`config.mk`:
```
export PLATFORM = sky130hd
export DESIGN_NAME = ultrasonic_echo_range_display_core
export DESIGN_NICKNAME = d
export VERILOG_FILES = /design/src/design/ure_pkg.sv /design/src/design/ure_fifo.sv /design/src/design/ure_front.sv /design/src/design/ure_back.sv /design/src/design/ultrasonic_echo_range_display_core.sv
export SDC_FILE = /design/constraint.sdc
export NUM_CORES = 1
export LEC_CHECK = 0
export ABC_CLOCK_PERIOD_IN_PS = 7500
export BUFFER_PORTS_ARGS = -buffer_cell sky130_fd_sc_hd__buf_2
export CAP_MARGIN = 20
export CORE_MARGIN = 4
export CORE_UTILIZATION = 50
export DETAILED_ROUTE_END_ITERATION = 8
export PLACE_DENSITY = 0.66
export SYNTH_ARGS = -nofsm -noshare
export SYNTH_HDL_FRONTEND = slang
export SYNTH_SLANG_ARGS = --single-unit
```
`constraint.sdc`:
```
create_clock -name clk -period 7.5 [get_ports clk]
set_input_delay 1.875 -clock clk [delete_from_list [all_inputs] [get_ports clk]]
set_output_delay 1.875 -clock clk [all_outputs]
set_load 0.02 [all_outputs]
```
`src/design/ure_pkg.sv`:
```
// ----------------------------------------------------------------------------
// ure_pkg: shared types and constants for the echo range display core
// Result record, scale constants, display codes and the BCD adjust step.
// ----------------------------------------------------------------------------
package ure_pkg;

	localparam int STAMP_BITS_DEF = 32;
	localparam int QUEUE_DEPTH    = 2;
	localparam int Q_BITS         = 16;
	localparam int K_BITS         = 17;
	localparam int RANGE_BITS     = 14;
	localparam int BCD_BITS       = 16;

	localparam logic [15:0]           TICKS_RESET = 16'd16;
	// x1.715 and x0.675197 in Q16, rounded to nearest
	localparam logic [K_BITS-1:0]     CM_Q16      = 17'd112394;
	localparam logic [K_BITS-1:0]     IN_Q16      = 17'd44250;
	localparam logic [RANGE_BITS-1:0] RANGE_MAX   = 14'd9999;
	localparam logic [RANGE_BITS-1:0] TENS_MIN    = 14'd1000;
	localparam logic [3:0]            BLANK_DIGIT = 4'd15;

	typedef struct packed {
		logic [RANGE_BITS-1:0] range_hundredths;
		logic                  in_inches;
		logic                  saturated;
		logic [3:0]            digit_tens;
		logic [3:0]            digit_ones;
		logic [3:0]            digit_tenths;
		logic [3:0]            digit_hundredths;
	} result_t;

	// double-dabble: add 3 to every nibble that is 5 or more
	function automatic logic [BCD_BITS-1:0] bcd_adjust(input logic [BCD_BITS-1:0] b);
		logic [BCD_BITS-1:0] r;
		r = b;
		for (int i = 0; i < BCD_BITS / 4; i++) begin
			if (b[i*4 +: 4] >= 4'd5)
				r[i*4 +: 4] = b[i*4 +: 4] + 4'd3;
		end
		return r;
	endfunction

endpackage

```
`src/design/ure_fifo.sv`:
```
// ----------------------------------------------------------------------------
// ure_fifo: small register queue
// Holds measured jobs between the front and the back of the core.
// ----------------------------------------------------------------------------
module ure_fifo #(
	parameter int WIDTH = 33,
	parameter int DEPTH = ure_pkg::QUEUE_DEPTH
) (
	input  logic             clk,
	input  logic             arst_n,
	input  logic             wr_en,
	input  logic [WIDTH-1:0] wr_data,
	input  logic             rd_en,
	output logic [WIDTH-1:0] rd_data,
	output logic             is_full,
	output logic             is_empty
);
	import ure_pkg::*;

	localparam int PTR_W = (DEPTH > 1) ? $clog2(DEPTH) : 1;
	localparam int CNT_W = $clog2(DEPTH + 1);

	logic [WIDTH-1:0] mem_q [DEPTH];
	logic [PTR_W-1:0] wr_ptr_q;
	logic [PTR_W-1:0] rd_ptr_q;
	logic [CNT_W-1:0] cnt_q;
	logic             do_wr;
	logic             do_rd;

	assign is_full  = (cnt_q == CNT_W'(DEPTH));
	assign is_empty = (cnt_q == '0);
	assign do_wr    = wr_en && !is_full;
	assign do_rd    = rd_en && !is_empty;
	assign rd_data  = mem_q[rd_ptr_q];

	always_ff @(posedge clk or negedge arst_n) begin
		if (!arst_n) begin
			wr_ptr_q <= '0;
			rd_ptr_q <= '0;
			cnt_q    <= '0;
		end else begin
			if (do_wr)
				wr_ptr_q <= (wr_ptr_q == PTR_W'(DEPTH - 1)) ? '0 : wr_ptr_q + 1'b1;
			if (do_rd)
				rd_ptr_q <= (rd_ptr_q == PTR_W'(DEPTH - 1)) ? '0 : rd_ptr_q + 1'b1;
			if (do_wr && !do_rd)
				cnt_q <= cnt_q + 1'b1;
			else if (do_rd && !do_wr)
				cnt_q <= cnt_q - 1'b1;
		end
	end

	always_ff @(posedge clk) begin
		if (do_wr)
			mem_q[wr_ptr_q] <= wr_data;
	end

endmodule

```
`src/design/ure_front.sv`:
```
// ----------------------------------------------------------------------------
// ure_front: event intake
// Tracks the rise stamp and unit, turns falling edges into width jobs.
// ----------------------------------------------------------------------------
module ure_front #(
	parameter int STAMP_BITS = ure_pkg::STAMP_BITS_DEF
) (
	input  logic                clk,
	input  logic                arst_n,
	input  logic                push,
	input  logic                q_full,
	input  logic                action,
	input  logic                echo_level,
	input  logic [31:0]         timer_stamp,
	output logic                full,
	output logic                job_push,
	output logic [STAMP_BITS:0] job_data
);
	import ure_pkg::*;

	logic [STAMP_BITS-1:0] rise_stamp_q;
	logic                  unit_inches_q;
	logic [STAMP_BITS-1:0] stamp;
	logic                  take;

	assign full     = q_full;
	assign take     = push && !q_full;
	assign stamp    = timer_stamp[STAMP_BITS-1:0];
	assign job_push = take && !action && !echo_level;
	// width wraps naturally in STAMP_BITS
	assign job_data = {unit_inches_q, stamp - rise_stamp_q};

	always_ff @(posedge clk or negedge arst_n) begin
		if (!arst_n) begin
			rise_stamp_q  <= '0;
			unit_inches_q <= 1'b0;
		end else if (take) begin
			if (action)
				unit_inches_q <= !unit_inches_q;
			else if (echo_level)
				rise_stamp_q <= stamp;
		end
	end

endmodule

```
`src/design/ure_back.sv`:
```
// ----------------------------------------------------------------------------
// ure_back: range computation
// Serial divide, Q16 scale, saturate, serial BCD split, result register.
// ----------------------------------------------------------------------------
module ure_back #(
	parameter int STAMP_BITS = ure_pkg::STAMP_BITS_DEF
) (
	input  logic                clk,
	input  logic                arst_n,
	input  logic [15:0]         ticks_per_us,
	input  logic                q_empty,
	input  logic [STAMP_BITS:0] job_data,
	output logic                job_pop,
	input  logic                pop,
	output logic                empty,
	output ure_pkg::result_t    result
);
	import ure_pkg::*;

	localparam int SB     = STAMP_BITS;
	localparam int CNT_W  = $clog2(SB + 1);
	localparam int PROD_W = SB + K_BITS;

	localparam logic [2:0] ST_IDLE  = 3'd0;
	localparam logic [2:0] ST_DIV   = 3'd1;
	localparam logic [2:0] ST_MUL   = 3'd2;
	localparam logic [2:0] ST_SCALE = 3'd3;
	localparam logic [2:0] ST_BCD   = 3'd4;
	localparam logic [2:0] ST_DONE  = 3'd5;

	logic [2:0]            state_q;
	logic [CNT_W-1:0]      cnt_q;
	logic                  unit_q;
	logic [15:0]           rem_q;
	logic [SB-1:0]         quo_q;
	logic [PROD_W-1:0]     prod_q;
	logic [RANGE_BITS-1:0] val_q;
	logic                  sat_q;
	logic [RANGE_BITS-1:0] bin_q;
	logic [BCD_BITS-1:0]   bcd_q;
	result_t               out_q;
	logic                  out_valid_q;

	logic [16:0]           trial;
	logic                  ge;
	logic [16:0]           diff;
	logic [SB:0]           scaled;
	logic                  over;
	logic [BCD_BITS-1:0]   bcd_adj;

	assign trial   = {rem_q, quo_q[SB-1]};
	assign ge      = (trial >= {1'b0, ticks_per_us});
	assign diff    = trial - {1'b0, ticks_per_us};
	assign scaled  = prod_q[PROD_W-1:Q_BITS];
	assign over    = (scaled > (SB + 1)'(RANGE_MAX));
	assign bcd_adj = bcd_adjust(bcd_q);

	assign job_pop = (state_q == ST_IDLE) && !q_empty;
	assign empty   = !out_valid_q;
	assign result  = out_q;

	always_ff @(posedge clk or negedge arst_n) begin
		if (!arst_n) begin
			state_q     <= ST_IDLE;
			cnt_q       <= '0;
			unit_q      <= 1'b0;
			rem_q       <= '0;
			quo_q       <= '0;
			prod_q      <= '0;
			val_q       <= '0;
			sat_q       <= 1'b0;
			bin_q       <= '0;
			bcd_q       <= '0;
			out_q       <= '0;
			out_valid_q <= 1'b0;
		end else begin
			if (pop && out_valid_q)
				out_valid_q <= 1'b0;
			case (state_q)
				ST_IDLE: begin
					if (!q_empty) begin
						unit_q <= job_data[SB];
						rem_q  <= '0;
						cnt_q  <= CNT_W'(SB);
						// zero divisor: all-ones quotient
						if (ticks_per_us == '0) begin
							quo_q   <= '1;
							state_q <= ST_MUL;
						end else begin
							quo_q   <= job_data[SB-1:0];
							state_q <= ST_DIV;
						end
					end
				end
				ST_DIV: begin
					rem_q <= ge ? diff[15:0] : trial[15:0];
					quo_q <= {quo_q[SB-2:0], ge};
					cnt_q <= cnt_q - 1'b1;
					if (cnt_q == CNT_W'(1))
						state_q <= ST_MUL;
				end
				ST_MUL: begin
					prod_q  <= PROD_W'(quo_q) * PROD_W'(unit_q ? IN_Q16 : CM_Q16);
					state_q <= ST_SCALE;
				end
				ST_SCALE: begin
					val_q   <= over ? RANGE_MAX : scaled[RANGE_BITS-1:0];
					bin_q   <= over ? RANGE_MAX : scaled[RANGE_BITS-1:0];
					sat_q   <= over;
					bcd_q   <= '0;
					cnt_q   <= CNT_W'(RANGE_BITS);
					state_q <= ST_BCD;
				end
				ST_BCD: begin
					{bcd_q, bin_q} <= {bcd_adj[BCD_BITS-2:0], bin_q, 1'b0};
					cnt_q <= cnt_q - 1'b1;
					if (cnt_q == CNT_W'(1))
						state_q <= ST_DONE;
				end
				ST_DONE: begin
					// wait for the result register to drain
					if (!out_valid_q) begin
						out_q.range_hundredths <= val_q;
						out_q.in_inches        <= unit_q;
						out_q.saturated        <= sat_q;
						out_q.digit_tens       <= (val_q < TENS_MIN) ? BLANK_DIGIT
						                                             : bcd_q[15:12];
						out_q.digit_ones       <= bcd_q[11:8];
						out_q.digit_tenths     <= bcd_q[7:4];
						out_q.digit_hundredths <= bcd_q[3:0];
						out_valid_q            <= 1'b1;
						state_q                <= ST_IDLE;
					end
				end
				default: state_q <= ST_IDLE;
			endcase
		end
	end

	a_range_cap: assert property (@(posedge clk) disable iff (!arst_n)
		out_valid_q |-> out_q.range_hundredths <= RANGE_MAX)
		else $error("range above cap");

	a_sat_value: assert property (@(posedge clk) disable iff (!arst_n)
		out_valid_q && out_q.saturated |-> out_q.range_hundredths == RANGE_MAX)
		else $error("saturated beat without capped value");

	a_blank: assert property (@(posedge clk) disable iff (!arst_n)
		out_valid_q |-> ((out_q.digit_tens == BLANK_DIGIT)
		                 == (out_q.range_hundredths < TENS_MIN)))
		else $error("leading digit blanking wrong");

	a_div_cnt: assert property (@(posedge clk) disable iff (!arst_n)
		state_q == ST_DIV |-> cnt_q != '0)
		else $error("divider step count underflow");

	a_done_load: assert property (@(posedge clk) disable iff (!arst_n)
		state_q == ST_DONE && !out_valid_q |=> out_valid_q && state_q == ST_IDLE)
		else $error("finished result not loaded");

endmodule

```
`src/design/ultrasonic_echo_range_display_core.sv`:
```
// ----------------------------------------------------------------------------
// ultrasonic_echo_range_display_core: echo pulse width to display digits
// Front event intake, job queue, and serial range computation back end.
// ----------------------------------------------------------------------------
// A falling echo edge yields one result beat once the back end picks it up:
// the pickup, one cycle per quotient bit in the restoring divider, one
// multiply, one scale/saturate, 14 double-dabble steps and the load of the
// result register follow in that order. A zero divisor skips the divider.
// The pickup comes in the cycle after the edge is accepted when the back end
// is idle. Rising edges and unit toggles are absorbed by the front and give
// no beat. A two-entry job queue lets the front take events while the back
// end is busy, and the result register lets the back end start the next job
// while a beat waits to be popped. ticks_per_us is written over the cfg
// channel, always ready. The user must write it only while the core is idle;
// the block itself does not enforce this.
module ultrasonic_echo_range_display_core #(
	parameter int STAMP_BITS = ure_pkg::STAMP_BITS_DEF
) (
	input  logic        clk,
	input  logic        arst_n,
	input  logic        cfg_valid,
	output logic        cfg_ready,
	input  logic [15:0] cfg_data,
	input  logic        push,
	output logic        full,
	input  logic        action,
	input  logic        echo_level,
	input  logic [31:0] timer_stamp,
	output logic        empty,
	input  logic        pop,
	output logic [13:0] range_hundredths,
	output logic        in_inches,
	output logic        saturated,
	output logic [3:0]  digit_tens,
	output logic [3:0]  digit_ones,
	output logic [3:0]  digit_tenths,
	output logic [3:0]  digit_hundredths
);
	import ure_pkg::*;

	logic [15:0]         ticks_q;
	logic                q_full;
	logic                q_empty;
	logic                job_push;
	logic                job_pop;
	logic [STAMP_BITS:0] job_in;
	logic [STAMP_BITS:0] job_out;
	result_t             res;

	assign cfg_ready = 1'b1;

	always_ff @(posedge clk or negedge arst_n) begin
		if (!arst_n)
			ticks_q <= TICKS_RESET;
		else if (cfg_valid && cfg_ready)
			ticks_q <= cfg_data;
	end

	ure_front #(.STAMP_BITS(STAMP_BITS)) u_front (
		.clk         (clk),
		.arst_n      (arst_n),
		.push        (push),
		.q_full      (q_full),
		.action      (action),
		.echo_level  (echo_level),
		.timer_stamp (timer_stamp),
		.full        (full),
		.job_push    (job_push),
		.job_data    (job_in)
	);

	ure_fifo #(.WIDTH(STAMP_BITS + 1), .DEPTH(QUEUE_DEPTH)) u_queue (
		.clk      (clk),
		.arst_n   (arst_n),
		.wr_en    (job_push),
		.wr_data  (job_in),
		.rd_en    (job_pop),
		.rd_data  (job_out),
		.is_full  (q_full),
		.is_empty (q_empty)
	);

	ure_back #(.STAMP_BITS(STAMP_BITS)) u_back (
		.clk          (clk),
		.arst_n       (arst_n),
		.ticks_per_us (ticks_q),
		.q_empty      (q_empty),
		.job_data     (job_out),
		.job_pop      (job_pop),
		.pop          (pop),
		.empty        (empty),
		.result       (res)
	);

	assign range_hundredths = res.range_hundredths;
	assign in_inches        = res.in_inches;
	assign saturated        = res.saturated;
	assign digit_tens       = res.digit_tens;
	assign digit_ones       = res.digit_ones;
	assign digit_tenths     = res.digit_tenths;
	assign digit_hundredths = res.digit_hundredths;

endmodule
```
==> out/metrics.csv, run 1 <==
metric;value;unit
ios;90;
multi_input_area;0.0171;mm^2
setup_tns;0;ps
yosysWarnings;0;
grt_pass1_wl;102000;um
hp-class;register to register;
critical_path.endpoint_type;register;
cts_tree;done;
clk_pin_slew;60;ps
post-route-period-util;93.7;%
syn_avg_cell_area;10.1;um^2
max_freq;142;MHz
r2r_start;u_back.unit_q;
hold_depth;2;
syn_inst;2661;
start_util;50.8;%
numClockSinks;288;
numCtsBuffers;34;
crit_path_start_kind;register;
drtIter0Drc;1294;
r2r_setup_slack;470;ps
num_rows;84;
viasPerCell;5.40;
reg2reg_depth;23;
routedWlPerCell;18.1;um
routed-via-count;18500;
rsz0062_at_grt;no;
hold_violations;0;
ys_ff_latch;288;
root_buffer;clkbuf_16;
routed_wl;62100;um
whs;485;ps
layout_min_cycle_time;7030;ps
die_w;239;um
dpl_worst_slack;518;ps
ys.flop_type;dfrtp_1;
clk_latency;530;ps
drc;0;
hpwl;50200;um
finalSetupViolCount;0;
drtAntennaViolNets;0;
final_common_cell;inv_1;
grt_max_degree;124;
post_cts_buffers;0;
synthArstFlopShare;77.1;%
portBuffers;88;
fillers;4599;
skew;23.0;ps
grt_use_total;22.1;%
cp.required;7950;ps
core_area;0.0528;mm^2
status;complete, no violations;
syn_to_final_growth;9.01;%
setup_slack;470;ps
dieArea;0.0573;mm^2
final_nets;3334;
htreeDepth;2;
maxCapViolations;0;
min_to;u_back.prod_q[42];
hold_buffers;0;
slew-limit-headroom;31.3;%
antenna_found_initial;0;
dr.pass1.iters;6;
reg2reg_to;u_back.prod_q[46];
die_h;239;um
cts_buffer_depth;3;
post_dp_cell_area;0.0280;mm^2
cts_resized;0;
synth-edff-count;66;
drv_slew;0;
drive_gt1_share;10.2;%
critPathMaxFanout;31;
worst_slew_pin_slew;1030;ps
layout_common_cells;inv_1 (486), fa_1 (292), ha_1 (265), dfrtp_1 (219), nand2_1 (204);
design_area;0.0292;mm^2
synthDistinctLibCells;76;
syn-cell-area;0.0268;mm^2
place_congestion;0.963;
antenna_cells;0;
seqCellArea;0.00754;mm^2
path_class;register to register;
hold_start;u_back.prod_q[42];
syn-num-nets;3273;
grt_pass1_vias;19300;
cp.arrival;7480;ps
yosysSeqAreaShare;28.2;%
grt_overflow_total;0;
-- cell type report --
class                      count  area share [%]
clock buffer                  40            3.13
clock inverter                19           0.913
inverter                     488            6.27
multi-input combinational   1788            58.4
sequential                   288            25.8
tap                          688            2.95
timing repair buffer         122            2.46
-- through the flow --
| step | instances | util, % |
|---|---|---|
| after global placement | 3374 | 53.1 |
| after detailed placement | 3374 | 53.1 |
| after floorplan | 2661 | - |
| final | 3433 | 55.3 |
| after global routing | 3433 | 55.3 |
| after CTS | 3433 | 55.3 |
-- cell usage after synthesis, types with 8 or more instances --
cell type / n / area share [%]
xor2_1: 72 / 2.4
a22o_1: 8 / 0.26
nand3_1: 44 / 0.82
o31ai_1: 12 / 0.34
nor2_1: 77 / 1.1
nand2_1: 204 / 2.9
a21oi_1: 88 / 1.6
mux2_2: 61 / 2.6
clkbuf_1: 73 / 1.0
nor3_1: 15 / 0.28
or3_1: 9 / 0.21
ha_1: 265 / 12
nand4_1: 12 / 0.28
nand2b_1: 33 / 0.77
nor2b_1: 35 / 0.82
mux2i_1: 36 / 1.3
and2_1: 26 / 0.61
edfxtp_1: 66 / 7.4
xnor2_1: 74 / 2.4
o22ai_1: 28 / 0.65
a21o_1: 59 / 1.7
nor4_1: 13 / 0.30
or2_2: 20 / 0.47
and3_1: 18 / 0.42
o211ai_1: 10 / 0.28
a31oi_1: 18 / 0.42
o221ai_1: 11 / 0.36
inv_1: 486 / 6.8
fa_1: 292 / 22
buf_1: 22 / 0.31
o21ai_0: 138 / 2.6
o21bai_1: 9 / 0.25
o21a_1: 13 / 0.36
dfrtp_1: 221 / 21
-- state kept, by name (all words and copies together) (netlist names), 14 cells and up --
| name | flops |
|---|---|
| ticks_q | 16 |
| u_back.bcd_q | 16 |
| u_back.bin_q | 14 |
| u_back.prod_q | 33 |
| u_back.quo_q | 32 |
| u_back.rem_q | 16 |
| u_back.result | 32 |
| u_back.val_q | 14 |
| u_front.rise_stamp_q | 32 |
| u_queue.mem_q | 66 |
-- worst max-delay path, stage by stage, from the launching register on --
cell,delay (ps)
dfrtp_2,600
buf_4,300
nor2b_1,380
xor2_1,140
ha_1,200
or2_2,310
fa_1,400
fa_1,470
fa_1,520
fa_1,510
inv_1,60
fa_1,520
inv_1,40
ha_1,360
a2111oi_2,320
o21ai_1,140
nor4b_4,160
a211oi_2,230
a21oi_2,120
o21ai_4,280
o21a_4,190
a21oi_2,60
or4b_4,540
o211ai_2,80
-- logic make-up after synthesis --
logic type               after synthesis  share of synthesized area [%]
AO/OA/AOI/OAI                        470                           11.4
XOR/XNOR                             146                           4.78
adder cells (fa/ha/maj)              557                           34.2
buffers and inverters                585                           8.22
flip-flops                           288                           28.2
multiplexers                          97                           3.91
other                                  2                         0.0280
AND/OR/NAND/NOR                      516                           9.32
-- how the worst max path moves through the flow --
stage,start,to,slack (ps),depth (start not counted)
6_report,u_back.unit_q,u_back.prod_q[46],470,23
5_1_grt,u_back.unit_q,u_back.prod_q[44],140,23
4_1_cts,u_back.unit_q,u_back.prod_q[46],500,23
3_5_place_dp,u_back.unit_q,u_back.prod_q[46],520,23
3_3_place_gp,u_back.unit_q,u_back.prod_q[46],660,23
2_1_floorplan,u_back.unit_q,u_back.prod_q[46],710,27
-- layer usage --
metal / vias up / GRT usage (%) / part of all wire, %
met5: - / 0 / 0
met4: 0 / 5.24 / 2.3
met3: 75 / 3.06 / 5.0
met2: 433 / 36.2 / 47
met1: 9136 / 31.5 / 46
li1: 8881 / - / -
Power of run 1 is not shown: default switching activity piles up to over one toggle a cycle in this logic, so the estimate is an artifact.
==> run 2, diff against run 1 <==
Settings changed: CORE_ASPECT_RATIO set to 0.7.
==> run 2 against run 1 <==
  * Final cell count grew 0.73%
  * Utilization down 0.18 points
  * Wire length shrank 4.9%
  * Cell area fell by 0.55%
  * Register-to-register slack got worse by 50 ps
  * Critical path depth is the same
  * Non-clock buffer count decreased by 2
  * First-iteration DRC count decreased by 17%
  * Die area increased by 0.11%
  * Setup slack lost 53 ps
  * Global-route usage is 0.82 points lower
  * Largest cell class unchanged
  * Highest routed layer unchanged
==> out/metrics.csv, run 2 (synthesis gave the netlist of run 1 again) <==
metric;value;unit;change
drtIter0Drc;1077;;-17%
rsz0062_at_grt;no;;
reg2reg_to;u_back.prod_q[46];;
reg.largest.list;u_queue.mem_q: 66 flops, u_back.prod_q: 33 flops;;
worstSetupEndpoint;u_back.prod_q[46];;
cts_tree;done;;
hold_violations;0;;unchanged
r2r_setup_slack;420;ps;-50 ps
root_buffer;clkbuf_16;;
cp.required;7990;ps;+40 ps
r2r_start;u_back.unit_q;;
layout_common_cells;inv_1 (486), fa_1 (292), ha_1 (265), dfrtp_1 (219), nand2_1 (204);;
htreeDepth;1;;-1
setup_slack;417;ps;-52.9 ps
cp-startpoint;u_back.unit_q;;
slew-limit-headroom;29.6;%;-1.7 points
viasPerCell;5.35;;-0.85%
status;complete, no violations;;
worst_slew_pin_slew;1050;ps;+17.6 ps
syn_to_final_growth;8.41;%;
ios;90;;unchanged
cts_buffer_depth;3;;unchanged
routed-via-count;18500;;-0.12%
start_util;50.9;%;+0.12 points
finalSetupViolCount;0;;unchanged
hpwl;47200;um;-6.1%
largest_reg_flops;66;;unchanged
num_rows;70;;-17%
clk_pin_slew;60;ps;about the same
critPathMaxFanout;35;;+13%
dieArea;0.0574;mm^2;+0.11%
fin_util;55.2;%;-0.18 points
clk_latency;580;ps;+50 ps
largest_register;u_queue.mem_q;;
drv_slew;0;;unchanged
maxCapViolations;0;;unchanged
layout_min_cycle_time;7080;ps;+52.9 ps
critical_path.endpoint_type;register;;
antenna_cells;0;;unchanged
routed_wl;59100;um;-4.9%
path_class;register to register;;
portBuffers;88;;unchanged
post-route-period-util;94.4;%;+0.70 points
drive_gt1_share;9.97;%;-0.23 points
crit_path_start_kind;register;;
die_w;285;um;+19%
grt_use_total;21.3;%;-0.82 points
grt_max_degree;148;;+19%
die_h;202;um;-16%
cp.arrival;7580;ps;+100 ps
whs;481;ps;-3.51 ps
max_freq;141;MHz;-0.75%
hold_buffers;0;;unchanged
routedWlPerCell;17.1;um;-5.6%
setup_tns;0;ps;unchanged
final_common_cell;inv_1;;
reg2reg_depth;23;;unchanged
dpl_worst_slack;394;ps;-124 ps
drtAntennaViolNets;0;;unchanged
drc;0;;unchanged
numCtsBuffers;31;;-8.8%
grt_overflow_total;0;;unchanged
antenna_found_initial;0;;unchanged
grt_pass1_vias;19400;;+0.76%
core_area;0.0526;mm^2;-0.23%
grt_pass1_wl;101000;um;-1.2%
hp-class;register to register;;
skew;23.3;ps;+0.259 ps
place_congestion;0.918;;-4.6%
final_nets;3329;;-0.15%
numClockSinks;288;;unchanged
dr.pass1.iters;7;;+1
## run 2: per-stage QoR
stage | std cells | area [um^2]
5_1_grt | 3458 | 29000
4_1_cts | 3458 | 29000
6_report | 3458 | 29000
2_1_floorplan | 2661 | 26800
3_3_place_gp | 3404 | 28000
3_5_place_dp | 3404 | 28000
## run 2: worst min path at each step
stage	endpoint	start	slack (ps)	cells after the start
floorplan	u_back.val_q[0]	u_back.val_q[0]	440	2
global placement	u_back.bin_q[0]	u_back.bin_q[0]	460	2
detailed placement	u_back.prod_q[31]	u_back.prod_q[31]	470	2
CTS	u_back.prod_q[31]	u_back.prod_q[31]	480	2
global route	u_queue.mem_q[1][32]	u_front.unit_inches_q	510	0
finish	u_back.prod_q[37]	u_back.prod_q[37]	480	2
## run 2: timing repair
| action | 4_1_cts | 5_1_grt |
|---|---|---|
| endpoints found under the setup margin | 0 | 1 |
| hold endpoints to repair | 0 | 0 |
| setup buffers | 0 | 0 |
| gates resized for setup | 0 | 1 |
## run 2: worst max-delay path: stages (launching register included)
cell and delay, ps:
dfrtp_4 640, buf_4 260, nor2b_1 390, xor2_1 130, ha_1 220, nand2b_1 170
fa_1 450, fa_1 570, fa_1 450, fa_1 550, inv_1 60, fa_1 530
inv_1 50, ha_1 370, a2111oi_2 330, o21ai_1 150, nor4b_4 170, a211oi_2 220
a21oi_2 110, o21ai_4 310, o21a_4 190, a21oi_2 60, or4b_4 530, o211ai_2 80
## run 2: area by class of cell
type,count,area [um^2]
clock buffer,40,840
clock inverter,14,153
fill,4629,23600
inverter,488,1830
multi-input combinational,1788,17100
sequential,288,7540
tap,720,901
timing repair buffer,120,703
## run 2: per-layer routing
layer	wire (um)	up-vias	track usage (%)
met1	28600	9224	31.7
met2	26700	353	33.6
li1	-	8860	-
met4	1170	0	4.21
met5	0	-	0
met3	2580	65	2.94
Power of run 2 is left out for the same reason.
==> run 3, diff against run 2 <==
Settings changed: CAP_MARGIN 20 to 30, SYNTH_HIERARCHICAL set to 1.
==> run 3 against run 2 <==
  * Clock skew shrank 7.2 ps
  * Area after synthesis grew 4.2%
  * Sequential share of layout area shrank 0.96 points
  * Utilization shrank 0.57 points
  * Critical path depth shrank 3
  * Synthesized cell count grew 5.9%
==> out/metrics.csv, run 3 <==
metric;value;unit;change
drive_gt1_share;10.9;%;+0.90 points
drv_slew;0;;unchanged
critPathMaxFanout;31;;-11%
finalSetupViolCount;0;;unchanged
post-route-period-util;93.3;%;-1.1 points
slew-limit-headroom;32.1;%;+2.4 points
rsz0062_at_grt;no;;
slowest_delay;620;ps;-20 ps
yosysSeqAreaShare;27.0;%;-1.1 points
cp.arrival;7450;ps;-130 ps
crit_path_top_delay_cell;dfrtp_2;;
largest_reg_flops;66;;unchanged
synth_largest_type_area_fraction;20.9;%;-0.89 points
syn_avg_cell_area;9.91;um^2;-1.5%
syn-num-nets;3429;;+4.8%
die_w;290;um;+2.0%
status;complete, no violations;;
crit_top_cell;fa_1;;
clk_latency;580;ps;about the same
syn_inst;2817;;+5.9%
met3_usage;3.79;%;+0.84 points
design_area;0.0301;mm^2;+3.8%
layout_common_cells;inv_1 (501), fa_1 (292), ha_1 (265), nand2_1 (228), dfrtp_1 (219);;
maxCapViolations;0;;unchanged
layout_min_cycle_time;7000;ps;-81.8 ps
numCtsBuffers;31;;unchanged
core_area;0.0552;mm^2;+4.9%
htreeDepth;1;;unchanged
root_buffer;clkbuf_16;;
hp-class;register to register;;
clk_pin_slew;60;ps;about the same
synthArstFlopShare;77.1;%;unchanged
hold_violations;0;;unchanged
use_met2;34.6;%;+1.0 points
post_cts_buffers;0;;unchanged
routed_wl;65100;um;+10%
max_freq;143;MHz;+1.2%
post_dp_cell_area;0.0290;mm^2;+3.6%
hpwl;52800;um;+12%
ys_top_cells_by_area;fa_1 (21%), dfrtp_1 (20%), ha_1 (12%);;
yosysWarnings;6;;+6
numClockSinks;288;;unchanged
grt_overflow_total;0;;unchanged
synth.largest_area_cell;fa_1;;
cts_tree;done;;
ios;90;;unchanged
crit_family;adder cells;;
synth-edff-count;66;;unchanged
drc;0;;unchanged
critical_path.endpoint_type;register;;
synthDistinctLibCells;94;;+24%
path_buf_inv;2;;-1
antenna_found_initial;1;;+1
place_congestion;0.925;;+0.71%
final_nets;3467;;+4.1%
routed-via-count;19800;;+7.0%
drtIter0Drc;1458;;+35%
dieArea;0.0597;mm^2;+4.1%
syn_to_final_growth;7.98;%;
path_class;register to register;;
routedWlPerCell;18.0;um;+5.3%
grt_max_degree;141;;-4.7%
grt_pass1_wl;109000;um;+8.2%
skew;16.1;ps;-7.19 ps
ys.flop_type;dfrtp_1;;
busiest_layer;met2;;
setup_tns;0;ps;unchanged
worst_slew_pin_slew;1020;ps;-28.5 ps
grt_pass1_vias;20500;;+5.6%
syn-cell-area;0.0279;mm^2;+4.2%
grt_use_total;22.4;%;+1.1 points
largest_register;u_queue/mem_q;;
cts_buffer_depth;3;;unchanged
hold_buffers;0;;unchanged
path_cells;nor2b_1, xor2_1, ha_1, or2_2, fa_1, fa_1, fa_1, fa_1, inv_1, fa_1, inv_1, ha_1, a21oi_1, o211ai_1, a311oi_1, o21ai_2, o311ai_1, or3_1, o211a_1, o31ai_1;;
die_h;206;um;+2.0%
ys_ff_latch;288;;unchanged
num_rows;72;;+2.9%
start_util;50.5;%;-0.33 points
viasPerCell;5.47;;+2.2%
cts_resized;0;;unchanged
dr.pass1.iters;6;;-1
drtAntennaViolNets;0;;unchanged
crit_path_start_kind;register;;
reg.largest.list;u_queue/mem_q: 66 flops, u_back/prod_q: 33 flops;;
synth_common_cells;inv_1 (501), fa_1 (292), ha_1 (265), nand2_1 (229), dfrtp_1 (221);;
portBuffers;88;;unchanged
yosysMostFrequentCell;inv_1;;
met1_usage;33.8;%;+2.1 points
cp.required;7950;ps;-40 ps
final_common_cell;inv_1;;
[run 3: changes by cell type after synthesis, sizes merged, moves of 16 or more]
cell	previous run	this run
o21ai	147	192
mux2i	36	11
nand2	204	229
a21oi	90	114
or3	9	32
a21o	59	37
o22ai	28	6
mux2	61	82
inv	486	502
[run 3: cell type report]
class | instances | area (um^2)
diodes | 1 | 2.50
clock buffers | 46 | 903
clock inverters | 10 | 184
fillers | 4868 | 25100
inverters | 502 | 1880
multi-input cells | 1908 | 17900
flip-flops and latches | 288 | 7540
well taps | 740 | 926
repair buffers | 124 | 758
[run 3: kinds of logic after synthesis]
group,after synthesis,share of synthesized area (%)
AOI/OAI and AO/OA,528,12.3
xor gates and xnor gates,143,4.49
adders and majority gates,557,32.8
buffers and inverters,621,8.84
DFF,288,27.0
muxes,93,4.23
other,2,0.0269
and+or+nand+nor,585,10.3
[run 3: worst reg2reg max path: stages, from the launching register on]
cell and delay [ps]:
dfrtp_2 620, nor2b_1 560, xor2_1 180, ha_1 260
or2_2 320, fa_1 480, fa_1 570, fa_1 440
fa_1 550, inv_1 60, fa_1 530, inv_1 40
ha_1 350, a21oi_1 250, o211ai_1 140, a311oi_1 410
o21ai_2 190, o311ai_1 510, or3_1 220, o211a_1 140
o31ai_1 60
[run 3: worst paths after layout]
check | end | startpoint | slack [ps] | cells past startpoint
min reg2reg | u_back/prod_q[19] | u_back/prod_q[19] | 480 | 2
max reg2reg | u_back/prod_q[45] | u_back/unit_q | 500 | 20
min | u_back/prod_q[19] | u_back/prod_q[19] | 480 | 2
max in group asynchronous | u_back/unit_q | arst_n | 4930 | 2
max | u_back/prod_q[45] | u_back/unit_q | 500 | 20
min in group asynchronous | u_back/result[22] | arst_n | 1260 | 1
[run 3: per-layer routing]
metal,up-vias,wire length [um]
met5,-,12
met4,2,893
met3,59,4220
met2,535,28200
met1,9787,31800
li1,9414,-
[run 3: through the flow]
stage	hold slack, ps	instances	utilization, %	setup WS, ps
after floorplan	434	2817	-	676
after global placement	452	3559	52.5	646
after detailed placement	465	3561	52.6	635
after CTS	479	3617	54.6	589
after global routing	496	3618	54.6	84.9
final	483	3619	54.6	499
Power of run 3 is left out for the same reason.
